===== src/rtl/assert_macros.svh =====
// assertion macros used by the top level rtl file
`ifndef ASSERT_MACROS_SVH
`define ASSERT_MACROS_SVH

// condition holds at every clock edge outside reset, on the clk and rst of the user
`define ASSERT_ALWAYS(lbl, cond, msg) \
  lbl: assert property (@(posedge clk) disable iff (rst) (cond)) else $error(msg);

// antecedent at one edge implies consequent at the next edge
`define ASSERT_NEXT(lbl, ante, cons, msg) \
  lbl: assert property (@(posedge clk) disable iff (rst) (ante) |=> (cons)) else $error(msg);

`endif


===== src/rtl/vp9pk_pkg.sv =====
// shared types and constants of the vp9 rtp payload packetizer
package vp9pk_pkg;

  localparam int unsigned QUEUE_DEPTH_DEFAULT = 4;

  localparam logic [13:0] MAX_FRAG_RESET = 14'd1200;
  localparam logic [13:0] MIN_FRAG       = 14'd9;
  localparam logic [13:0] HDR_BASIC_LEN  = 14'd3;
  localparam logic [13:0] HDR_SS_LEN     = 14'd8;

  // payload descriptor bits
  localparam logic [7:0] DESC_I   = 8'h80;
  localparam logic [7:0] DESC_P   = 8'h40;
  localparam logic [7:0] DESC_B   = 8'h08;
  localparam logic [7:0] DESC_E   = 8'h04;
  localparam logic [7:0] DESC_V   = 8'h02;
  localparam logic [7:0] PICID_M  = 8'h80;
  localparam logic [7:0] SS_BYTE0 = 8'h10;

  // byte positions within one fragment command
  localparam logic [3:0] POS_DESC   = 4'd0;
  localparam logic [3:0] POS_PIC_HI = 4'd1;
  localparam logic [3:0] POS_PIC_LO = 4'd2;
  localparam logic [3:0] POS_SS     = 4'd3;
  localparam logic [3:0] POS_W_HI   = 4'd4;
  localparam logic [3:0] POS_W_LO   = 4'd5;
  localparam logic [3:0] POS_H_HI   = 4'd6;
  localparam logic [3:0] POS_H_LO   = 4'd7;
  localparam logic [3:0] POS_DATA   = 4'd8;

  typedef enum logic [1:0] {
    HDR_NONE  = 2'b00,
    HDR_BASIC = 2'b01,
    HDR_SS    = 2'b10
  } hdr_kind_t;

  // one classified input item: optional header plus its data byte
  typedef struct packed {
    hdr_kind_t   hdr;
    logic [7:0]  desc;
    logic [14:0] pic_id;
    logic [15:0] width;
    logic [15:0] height;
    logic [7:0]  data;
    logic        pe;
    logic        fe;
  } frag_cmd_t;

  typedef struct packed {
    logic full;
    logic empty;
  } q_status_t;

  // first byte position for a command
  function automatic logic [3:0] start_pos(hdr_kind_t hdr);
    logic [3:0] p;
    case (hdr)
      HDR_NONE: p = POS_DATA;
      default:  p = POS_DESC;
    endcase
    return p;
  endfunction

endpackage


===== src/rtl/vp9pk_queue.sv =====
// command queue between the classifying front and the byte emitting back
module vp9pk_queue
  import vp9pk_pkg::*;
#(
  parameter int unsigned DEPTH = QUEUE_DEPTH_DEFAULT
) (
  input  logic      clk,
  input  logic      rst,
  input  logic      wr,
  input  frag_cmd_t wdata,
  input  logic      rd,
  output frag_cmd_t rdata,
  output q_status_t stat
);

  localparam int unsigned AW = (DEPTH > 1) ? $clog2(DEPTH) : 1;
  localparam int unsigned CW = $clog2(DEPTH + 1);

  frag_cmd_t         slots [DEPTH];
  logic [AW-1:0]     wr_ptr;
  logic [AW-1:0]     rd_ptr;
  logic [CW-1:0]     count;

  // pointers and fill count
  always_ff @(posedge clk) begin
    if (rst) begin
      wr_ptr <= '0;
      rd_ptr <= '0;
      count  <= '0;
    end else begin
      if (wr) begin
        wr_ptr <= (wr_ptr == AW'(DEPTH - 1)) ? '0 : wr_ptr + 1'b1;
      end
      if (rd) begin
        rd_ptr <= (rd_ptr == AW'(DEPTH - 1)) ? '0 : rd_ptr + 1'b1;
      end
      if (wr && !rd) begin
        count <= count + 1'b1;
      end else if (rd && !wr) begin
        count <= count - 1'b1;
      end
    end
  end

  // storage
  always_ff @(posedge clk) begin
    if (wr) begin
      slots[wr_ptr] <= wdata;
    end
  end

  assign rdata      = slots[rd_ptr];
  assign stat.full  = (count == CW'(DEPTH));
  assign stat.empty = (count == '0);

endmodule


===== src/rtl/vp9pk_front.sv =====
// front part: accepts input items, tracks frame and fragment counts, builds commands
module vp9pk_front
  import vp9pk_pkg::*;
(
  input  logic        clk,
  input  logic        rst,
  input  logic        push,
  input  logic [7:0]  data_byte,
  input  logic        frame_begin,
  input  logic [23:0] frame_length,
  input  logic        key_frame,
  input  logic [15:0] pic_width,
  input  logic [15:0] pic_height,
  input  logic        cfg_valid,
  input  logic [13:0] cfg_data,
  input  q_status_t   q_stat,
  output logic        q_wr,
  output frag_cmd_t   q_wdata
);

  logic [13:0] max_frag;
  logic [14:0] next_pic_id;
  logic [14:0] frame_pic_id;
  logic [23:0] bytes_left_frame;
  logic [13:0] bytes_left_packet;
  logic        in_first_packet;
  logic        frame_is_key;

  logic        accept;
  logic        active;
  logic [23:0] blf_cur;
  logic [13:0] blp_cur;
  logic        first_cur;
  logic        key_cur;
  logic [14:0] pic_cur;
  logic        need_hdr;
  logic        with_ss;
  logic [13:0] lim;
  logic [13:0] room;
  logic        fits;
  logic [13:0] chunk;
  logic [13:0] blp_next;
  logic [23:0] blf_next;
  logic [7:0]  desc;

  // effective state for this item, a frame start overrides the stored one
  always_comb begin
    blf_cur   = frame_begin ? ((frame_length == '0) ? 24'd1 : frame_length)
                            : bytes_left_frame;
    blp_cur   = frame_begin ? '0 : bytes_left_packet;
    first_cur = frame_begin | in_first_packet;
    key_cur   = frame_begin ? key_frame : frame_is_key;
    pic_cur   = frame_begin ? next_pic_id : frame_pic_id;
  end

  // fragment sizing
  always_comb begin
    need_hdr = (blp_cur == '0);
    with_ss  = first_cur & key_cur;
    lim      = (max_frag < MIN_FRAG) ? MIN_FRAG : max_frag;
    room     = lim - (with_ss ? HDR_SS_LEN : HDR_BASIC_LEN);
    fits     = (blf_cur <= {10'd0, room});
    chunk    = fits ? blf_cur[13:0] : room;
    blp_next = (need_hdr ? chunk : blp_cur) - 14'd1;
    blf_next = blf_cur - 24'd1;
  end

  // descriptor byte
  always_comb begin
    desc = DESC_I;
    if (!key_cur) desc = desc | DESC_P;
    if (first_cur) desc = desc | DESC_B;
    if (fits) desc = desc | DESC_E;
    if (with_ss) desc = desc | DESC_V;
  end

  assign accept = push & ~q_stat.full;
  assign active = frame_begin | (bytes_left_frame != '0);
  assign q_wr   = accept & active;

  // command for the back part
  always_comb begin
    q_wdata.hdr    = need_hdr ? (with_ss ? HDR_SS : HDR_BASIC) : HDR_NONE;
    q_wdata.desc   = desc;
    q_wdata.pic_id = pic_cur;
    q_wdata.width  = pic_width;
    q_wdata.height = pic_height;
    q_wdata.data   = data_byte;
    q_wdata.pe     = (blp_next == '0);
    q_wdata.fe     = (blf_next == '0);
  end

  // frame and fragment state
  always_ff @(posedge clk) begin
    if (rst) begin
      max_frag          <= MAX_FRAG_RESET;
      next_pic_id       <= '0;
      frame_pic_id      <= '0;
      bytes_left_frame  <= '0;
      bytes_left_packet <= '0;
      in_first_packet   <= 1'b0;
      frame_is_key      <= 1'b0;
    end else begin
      if (cfg_valid) begin
        max_frag <= cfg_data;
      end
      if (q_wr) begin
        if (frame_begin) begin
          next_pic_id  <= next_pic_id + 15'd1;
          frame_pic_id <= next_pic_id;
          frame_is_key <= key_frame;
        end
        bytes_left_frame  <= blf_next;
        bytes_left_packet <= blp_next;
        in_first_packet   <= need_hdr ? 1'b0 : first_cur;
      end
    end
  end

endmodule


===== src/rtl/vp9pk_back.sv =====
// back part: walks each command out as its header bytes, if any, followed by the data byte
module vp9pk_back
  import vp9pk_pkg::*;
(
  input  logic        clk,
  input  logic        rst,
  input  frag_cmd_t   q_rdata,
  input  q_status_t   q_stat,
  output logic        q_rd,
  input  logic        pop,
  output logic        empty,
  output logic [7:0]  out_byte,
  output logic        packet_end,
  output logic        frame_end,
  output logic        run_end
);

  frag_cmd_t  cur;
  logic       cur_valid;
  logic [3:0] pos;

  logic       last;
  logic       take;
  logic       load;
  logic [3:0] pos_next;

  assign last = (pos == POS_DATA);
  assign take = pop & cur_valid;
  assign load = (~cur_valid | (take & last)) & ~q_stat.empty;
  assign q_rd = load;

  // basic headers skip the scalability structure
  assign pos_next = ((pos == POS_PIC_LO) && (cur.hdr == HDR_BASIC)) ? POS_DATA
                                                                   : pos + 4'd1;

  // position and valid flag
  always_ff @(posedge clk) begin
    if (rst) begin
      cur_valid <= 1'b0;
      pos       <= POS_DATA;
    end else if (load) begin
      cur_valid <= 1'b1;
      pos       <= start_pos(q_rdata.hdr);
    end else if (take) begin
      if (last) begin
        cur_valid <= 1'b0;
      end else begin
        pos <= pos_next;
      end
    end
  end

  // current command
  always_ff @(posedge clk) begin
    if (load) begin
      cur <= q_rdata;
    end
  end

  // byte select
  always_comb begin
    case (pos)
      POS_DESC:   out_byte = cur.desc;
      POS_PIC_HI: out_byte = PICID_M | {1'b0, cur.pic_id[14:8]};
      POS_PIC_LO: out_byte = cur.pic_id[7:0];
      POS_SS:     out_byte = SS_BYTE0;
      POS_W_HI:   out_byte = cur.width[15:8];
      POS_W_LO:   out_byte = cur.width[7:0];
      POS_H_HI:   out_byte = cur.height[15:8];
      POS_H_LO:   out_byte = cur.height[7:0];
      default:    out_byte = cur.data;
    endcase
  end

  assign empty      = ~cur_valid;
  assign packet_end = last & cur.pe;
  assign frame_end  = last & cur.fe;
  assign run_end    = last;

endmodule


===== src/rtl/vp9_rtp_payload_packetizer_unit.sv =====
// top level of the vp9 rtp payload packetizer
// path: an item's command passes through the queue and the back part's current command register
// throughput: one item per cycle while full is low; a fragment start adds 3 header bytes (8 with ss)
// the queue of QUEUE_DEPTH commands absorbs header bursts; full is raised only when it fills
// reset: synchronous active-high rst clears counts, picture id and queue; limit set to 1200
module vp9_rtp_payload_packetizer_unit
  import vp9pk_pkg::*;
#(
  parameter int unsigned QUEUE_DEPTH = QUEUE_DEPTH_DEFAULT
) (
  input  logic        clk,
  input  logic        rst,
  input  logic        push,
  output logic        full,
  input  logic [7:0]  data_byte,
  input  logic        frame_begin,
  input  logic [23:0] frame_length,
  input  logic        key_frame,
  input  logic [15:0] pic_width,
  input  logic [15:0] pic_height,
  output logic        empty,
  input  logic        pop,
  output logic [7:0]  out_byte,
  output logic        packet_end,
  output logic        frame_end,
  output logic        run_end,
  input  logic        cfg_valid,
  output logic        cfg_ready,
  input  logic [13:0] max_fragment_bytes
);

`include "assert_macros.svh"

  logic      q_wr;
  logic      q_rd;
  frag_cmd_t q_wdata;
  frag_cmd_t q_rdata;
  q_status_t q_stat;

  assign full      = q_stat.full;
  assign cfg_ready = 1'b1;

  // classify items into commands
  vp9pk_front u_front (
    .clk          (clk),
    .rst          (rst),
    .push         (push),
    .data_byte    (data_byte),
    .frame_begin  (frame_begin),
    .frame_length (frame_length),
    .key_frame    (key_frame),
    .pic_width    (pic_width),
    .pic_height   (pic_height),
    .cfg_valid    (cfg_valid),
    .cfg_data     (max_fragment_bytes),
    .q_stat       (q_stat),
    .q_wr         (q_wr),
    .q_wdata      (q_wdata)
  );

  // command queue
  vp9pk_queue #(
    .DEPTH (QUEUE_DEPTH)
  ) u_queue (
    .clk   (clk),
    .rst   (rst),
    .wr    (q_wr),
    .wdata (q_wdata),
    .rd    (q_rd),
    .rdata (q_rdata),
    .stat  (q_stat)
  );

  // emit bytes
  vp9pk_back u_back (
    .clk        (clk),
    .rst        (rst),
    .q_rdata    (q_rdata),
    .q_stat     (q_stat),
    .q_rd       (q_rd),
    .pop        (pop),
    .empty      (empty),
    .out_byte   (out_byte),
    .packet_end (packet_end),
    .frame_end  (frame_end),
    .run_end    (run_end)
  );

  // checks
  `ASSERT_ALWAYS(a_hdr_no_end, empty || run_end || !(packet_end || frame_end), "hdr end flag")
  `ASSERT_ALWAYS(a_frame_end_pkt, empty || !frame_end || packet_end, "frame end w/o pkt end")
  `ASSERT_NEXT(a_begin_kept, push && !full && frame_begin, !q_stat.empty || !empty, "item lost")
  `ASSERT_ALWAYS(a_queue_sane, !(q_stat.full && q_stat.empty), "queue full and empty")

endmodule


===== config.mk =====
export PLATFORM = sky130hd
export DESIGN_NAME = vp9_rtp_payload_packetizer_unit
export DESIGN_NICKNAME = d
export VERILOG_FILES = /design/src/rtl/vp9pk_pkg.sv /design/src/rtl/vp9pk_queue.sv /design/src/rtl/vp9pk_front.sv /design/src/rtl/vp9pk_back.sv /design/src/rtl/vp9_rtp_payload_packetizer_unit.sv
export VERILOG_INCLUDE_DIRS = /design/src /design/src/rtl
export SDC_FILE = /design/constraint.sdc
export NUM_CORES = 1
export LEC_CHECK = 0
export CAP_MARGIN = 20
export CELL_PAD_IN_SITES_DETAIL_PLACEMENT = 1
export CELL_PAD_IN_SITES_GLOBAL_PLACEMENT = 1
export CORE_UTILIZATION = 45
export CTS_BUF_LIST = sky130_fd_sc_hd__clkbuf_8
export DETAILED_ROUTE_END_ITERATION = 10
export DONT_BUFFER_PORTS = 1
export PLACE_DENSITY = 0.76
export SYNTH_ARGS = -nofsm -noshare
export SYNTH_HDL_FRONTEND = slang
export SYNTH_HIERARCHICAL = 1
export SYNTH_SLANG_ARGS = --single-unit

===== constraint.sdc =====
create_clock -name clk -period 8.75 [get_ports clk]
set_clock_uncertainty 0.2 [all_clocks]
set_input_delay 1.75 -clock clk [delete_from_list [all_inputs] [get_ports clk]]
set_output_delay 1.75 -clock clk [all_outputs]
set_load 0.01 [all_outputs]

### After elaboration in Yosys (flattened, before gate mapping)

Memories as Yosys holds them, arrays and structs flattened. A register that Yosys moved wholly into a read port is not among the register bits.
Cells that the tools add are included.

| word-level totals | value |
|---|---|
| register bits | 163 |
| RAM bits | 264 |
| input bits | 85 |
| bits in read-only memories | 0 |
| memories | 1 |
| latch bits | 0 |

| cells by class | value |
|---|---|
| $lt $le $gt $ge | 2 |
| multiply operators | 0 |
| shift-type cells | 0 |
| bitwise logic cells | 14 |
| equality and inequality tests | 13 |
| multiplexer cells | 33 |
| reductions and logical operators | 19 |
| div/mod/pow operators | 0 |
| add/sub/neg operators | 9 |

Memory list:

| memory | words | bits a word | rd ports | clocked after memory_dff | write ports | RTL line | source |
|---|---|---|---|---|---|---|---|
| u_queue.slots | 4 | 66 | 1 | 1 | 1 | vp9pk_queue.sv:19 | `frag_cmd_t slots [DEPTH];` |

Operators by type and width:

| kind | number |
|---|---|
| case mux 8 bit (8 select lines) | 1 |
| 2-to-1 mux 14 bit | 4 |
| zero test 24 bit | 2 |
| 2-to-1 mux 24 bit | 2 |
| zero test 14 bit | 2 |
| 2-to-1 mux 4 bit | 7 |
| less-or-equal comparator 24 x 14 -> 1 bit | 1 |
| nonzero test 24 bit | 1 |
| subtractor 24 x 1 -> 24 bit (second input constant) | 1 |
| equality test 4 x 3 -> 1 bit (second input constant) | 4 |
| adder 15 x 1 -> 15 bit (second input constant) | 1 |
| 2-to-1 mux 15 bit | 1 |
| < comparator 14 x 4 -> 1 bit (second input constant) | 1 |
| 2-to-1 mux 2 bit | 7 |
| subtractor 14 x 1 -> 14 bit (second input constant) | 1 |
| subtractor 14 bit | 1 |
| 2-to-1 mux 3 bit | 3 |
| AND 1 bit | 8 |
| equality test 4 x 2 -> 1 bit (second input constant) | 2 |
| 2-to-1 mux 1 bit | 7 |
| 2-to-1 mux 7 bit | 1 |
| AND reduction 2 bit | 3 |
| nonzero test 2 bit | 3 |
| adder 2 x 1 -> 2 bit (second input constant) | 2 |
| 16 further kinds | 24 |

### Depth between registers and ports, before layout

| logic depth | value |
|---|---|
| depth after elaboration | 9 |
| gate-level depth with buffers | 34 |
| gate-level depth less buffers | 27 |

### Cells and area by module

The synthesis kept the hierarchy.

By module, submodules not included:

| module | area an instance (um^2) | sequential area each (um^2) | times used | cells each |
|---|---|---|---|---|
| vp9pk_queue | 10142.2 | 8227.9 | 1 | 394 |
| vp9pk_front | 6433.7 | 1681.6 | 1 | 836 |
| vp9pk_back | 2857.7 | 2112.0 | 1 | 174 |
| vp9_rtp_payload_packetizer_unit | 11.3 | 0.0 | 1 | 2 |

### Least setup slack after synthesis

No wires, ideal clock.

| timing | value |
|---|---|
| kind | input port to flip-flop |
| start point | input frame_begin |
| end point | memory u_queue/slots[0][1] in the netlist's numbering (data pin) |
| required time | 8.365 ns |
| buffers on the path | 8 |
| library setup time | 0.185 ns |
| slack | -0.724 ns |
| stages on the path | 33 |
| arrival | 9.089 ns |
| cells stage by stage | buf_2 buf_2 buf_1 buf_1 clkbuf_1 clkbuf_1 clkbuf_1 nor2_1 or2_2 ha_1 fa_1 nand2b_1 nand2_1 a31oi_1 nor2_1 xor2_1 inv_1 ha_1 nand4_1 or4_1 nor4b_1 and3_1 buf_4 o211ai_1 a211o_1 inv_1 ha_1 nand2_1 a21o_1 nor2_4 a21oi_1 o31a_1 a211oi_2 |

RTL lines:

| item | RTL line | source |
|---|---|---|
| start, declared | vp9_rtp_payload_packetizer_unit.sv:16 | `input logic frame_begin,` |
| end, declared | vp9pk_queue.sv:19 |  |

==> metrics.csv <==
stage;metric;value;unit
die;Initial Util;45.9;%
timing;clock period minus final worst setup slack;7.70;ns
synth;dominant synthesized flop cell;edfxtp_1;
synth;FFs w/ async S/R, synth;0;%
die;core area;42300;µm²
place;setup slack at placement;0.524;ns
worst_hold_path;Hold Path Class;flop to flop;
setup_path;critical path peak fanout;71;
synth;Avg Cell Area, Syn;13.8;µm²
route;DR vias;11712;
setup_path;CP arrival;7.93;ns
clocking;clk_lat worst skew;0.63;ns
cells_and_area;Synth-to-Final Area Change;7.94;%
die;I/O Pins;99;
power_and_ir_drop;PwrDens;287;nW/µm²
die;# rows;75;
route;drt via density;5.79;
route;average wire per standard cell;23.7;µm
cells_and_area;Final Core Density;49.6;%
timing;Final Setup Violations;0;
die;die width;210;µm
synth;Yosys Warn Count;6;
synth;Syn Inst Count;1406;
synth;post-synth cell types;89;
timing;Setup TNS Final;0;ns
route;DRT antenna net count;0;
clocking;clock sink count;433;
setup_path;CP peak stage delay;0.61;ns
clocking;Worst-path clk slew;0.06;ns
timing;hold violation count in the final report;0;
route;DRC errors left;0;
setup_path;Critical Path RT;8.99;ns
route;1st-iter DRT viols;820;
die;Die Footprint;44000;µm²
timing;Tcrit/Tclk final;87.9;%
clocking;Gates resized, CTS repair;0;
outcome;status;completed;
clocking;Max clock buf depth;3;
timing;RSZ-0062 raised after global routing;no;
die;Die Y;210;µm
clocking;root cell of the clock tree;clkbuf_8;
synth;Mapped Area;19400;µm²
place;cell area after placement;19600;µm²
cells_and_area;share of cells above drive strength 1;17.3;%
synth;sequential fraction of the synthesis area;61.8;%
timing;post-route setup slack;1.05;ns
clocking;H-tree levels;3;
setup_path;Critical Path Start Type;primary input;
timing;Tightest Pin Transition;1.14;ns
synth;Area contributors post-synth;edfxtp_1 52%, dfxtp_1 10%, mux4_2 7.8%, nand2_1 2.4%, buf_4 2.0%;
cells_and_area;commonest non-fill, non-tap cell in the layout;edfxtp_1;
global_route;initial antenna violation count;2;
clocking;CTS tree;built;
place;GPL Wtd Cong;0.887;
route;1st-pass router iterations;5;
timing;Hold Slack;0.258;ns
setup_path;CP endpoint kind;flop;
synth;share of the synthesized area in the top cell type;51.7;%
global_route;first-pass GRT wire length;74300;µm
timing;Slew HR;23.9;%
setup_path;Setup CP Type;primary input to flop;
setup_path;CP most frequent cell;nand2_1;
cells_and_area;Final nets;1503;
place;# port buffers;0;
cells_and_area;final instance area;21000;µm²
power_and_ir_drop;Peak VDD IR;147;µV
global_route;vias in the first global route;12582;
setup_path;CP max-delay cell;or4_1;
timing;Highest Clock Rate;0.130;GHz
clocking;postcts setup bufs;0;
global_route;grt total ovfl;0;
global_route;gr usage total;22.2;%
clocking;TritonCTS buffer count;73;
place;post-DP HPWL;31200;µm
synth;Synth area leader;edfxtp_1;
timing;max-slew violations;0;
synth;Post-synth EDFFs;335;
power_and_ir_drop;Lkg Pwr;7.11;nW
global_route;largest net degree at the start of global routing;99;
clocking;Hold-fix buffers, CTS;0;
synth;post-synthesis register bit count;433;
cells_and_area;most frequent cells in the layout;335 x edfxtp_1, 123 x nand2_1, 96 x dfxtp_1;
job;max_cap viols;0;
route;routed wire length;48000;µm
## per-stage QoR
step / power [mW] / instances
global placement: 4.31 / 1887
detailed placement: 4.37 / 1887
finish: 6.02 / 2024
global route: 6.31 / 2023
floorplan: 3.99 / 1408
CTS: 6.09 / 2021
## final timing paths
kind	from	endpoint	slack [ns]	depth (start not counted)
worst max register to register	u_front/max_frag[4]$_SDFFE_PP1P_	u_queue/slots[3][1]$_DFFE_PP_	1.39	26
worst min register to register	u_front/frame_pic_id[1]$_SDFFE_PP0P_	u_front/frame_pic_id[1]$_SDFFE_PP0P_	0.26	2
worst max-delay path	frame_begin	u_queue/slots[3][1]$_DFFE_PP_	1.05	25
worst min-delay path	u_front/frame_pic_id[1]$_SDFFE_PP0P_	u_front/frame_pic_id[1]$_SDFFE_PP0P_	0.26	2
## final cells by class
| cell class | instances | area (µm²) |
|---|---|---|
| repair buffers | 14 | 103 |
| flip-flops and latches | 433 | 12000 |
| well taps | 577 | 722 |
| clock inverters | 54 | 288 |
| inverters | 40 | 150 |
| clock buffers | 80 | 1100 |
| multi-input cells | 824 | 6590 |
| diodes | 2 | 5.00 |
| fillers | 4262 | 21300 |
## report_power, final
group          total [mW]  internal (mW)  switching, mW
clock network        1.70          0.862          0.841
logic                1.43          0.586          0.847
registers            2.89           2.69          0.200
total                6.02           4.13           1.89
## flip-flops by register name, indices dropped and copies added, names as in the netlist, named ones only
name	flops
u_queue/slots	268
u_back/cur	67
u_front/bytes_left_frame	24
u_front/frame_pic_id	15
u_front/next_pic_id	15
u_front/bytes_left_packet	14
u_front/max_frag	14
u_back/pos	4
u_queue/count	3
u_queue/rd_ptr	2
u_queue/wr_ptr	2
u_back/cur_valid	1
u_front/frame_is_key	1
u_front/in_first_packet	1
## critical path: cells and delay by family
kind | cells | cell delay, ns
buf+inv | 1 | 0.08
mux | 1 | 0.20
xor+xnor | 1 | 0.29
fa+ha+maj | 4 | 1.21
simple gates | 12 | 2.87
compound gates | 6 | 1.49
## routing by layer
| layer | GRT usage (%) | up-vias | wire, µm |
|---|---|---|---|
| met1 | 29.3 | 6002 | 20800 |
| met4 | 7.63 | 0 | 1240 |
| met3 | 5.21 | 84 | 2780 |
| li1 | - | 5284 | - |
| met5 | 0 | - | 0 |
| met2 | 36.1 | 342 | 23200 |
## cells in the mapped netlist (all sizes together), types with 4 or more instances
library cell / count
inv: 40
a221oi: 6
o31ai: 6
a222oi: 7
and3: 9
mux2: 27
a41oi: 4
a32o: 4
or4: 6
edfxtp: 335
and2: 8
nor2b: 15
nand3: 25
ha: 30
mux4: 67
dfxtp: 98
o211ai: 7
a21o: 4
buf: 80
a31oi: 8
xnor2: 29
nor3: 32
clkbuf: 31
o21ai: 39
or2: 6
mux2i: 36
nand3b: 8
nor4b: 5
nor4: 21
nand2b: 5
nand2: 124
nor2: 85
a21oi: 67
nor3b: 11
o221ai: 4
xor2: 22
a211oi: 14
nand4: 13
or3: 15
a211o: 7
## kinds of logic (layout without fill, tap and decap cells)
group,Yosys count,in the layout,share of synthesized area [%]
DFF,433,433,61.8
and+or+nand+nor,397,397,10.4
AOI/OAI and AO/OA,209,209,7.66
buffers and inverters,151,188,4.45
muxes,130,130,11.2
xor gates and xnor gates,51,51,2.30
adders and majority gates,32,32,2.14
other,3,7,0.0579
Power figures use the tool's default switching activity.
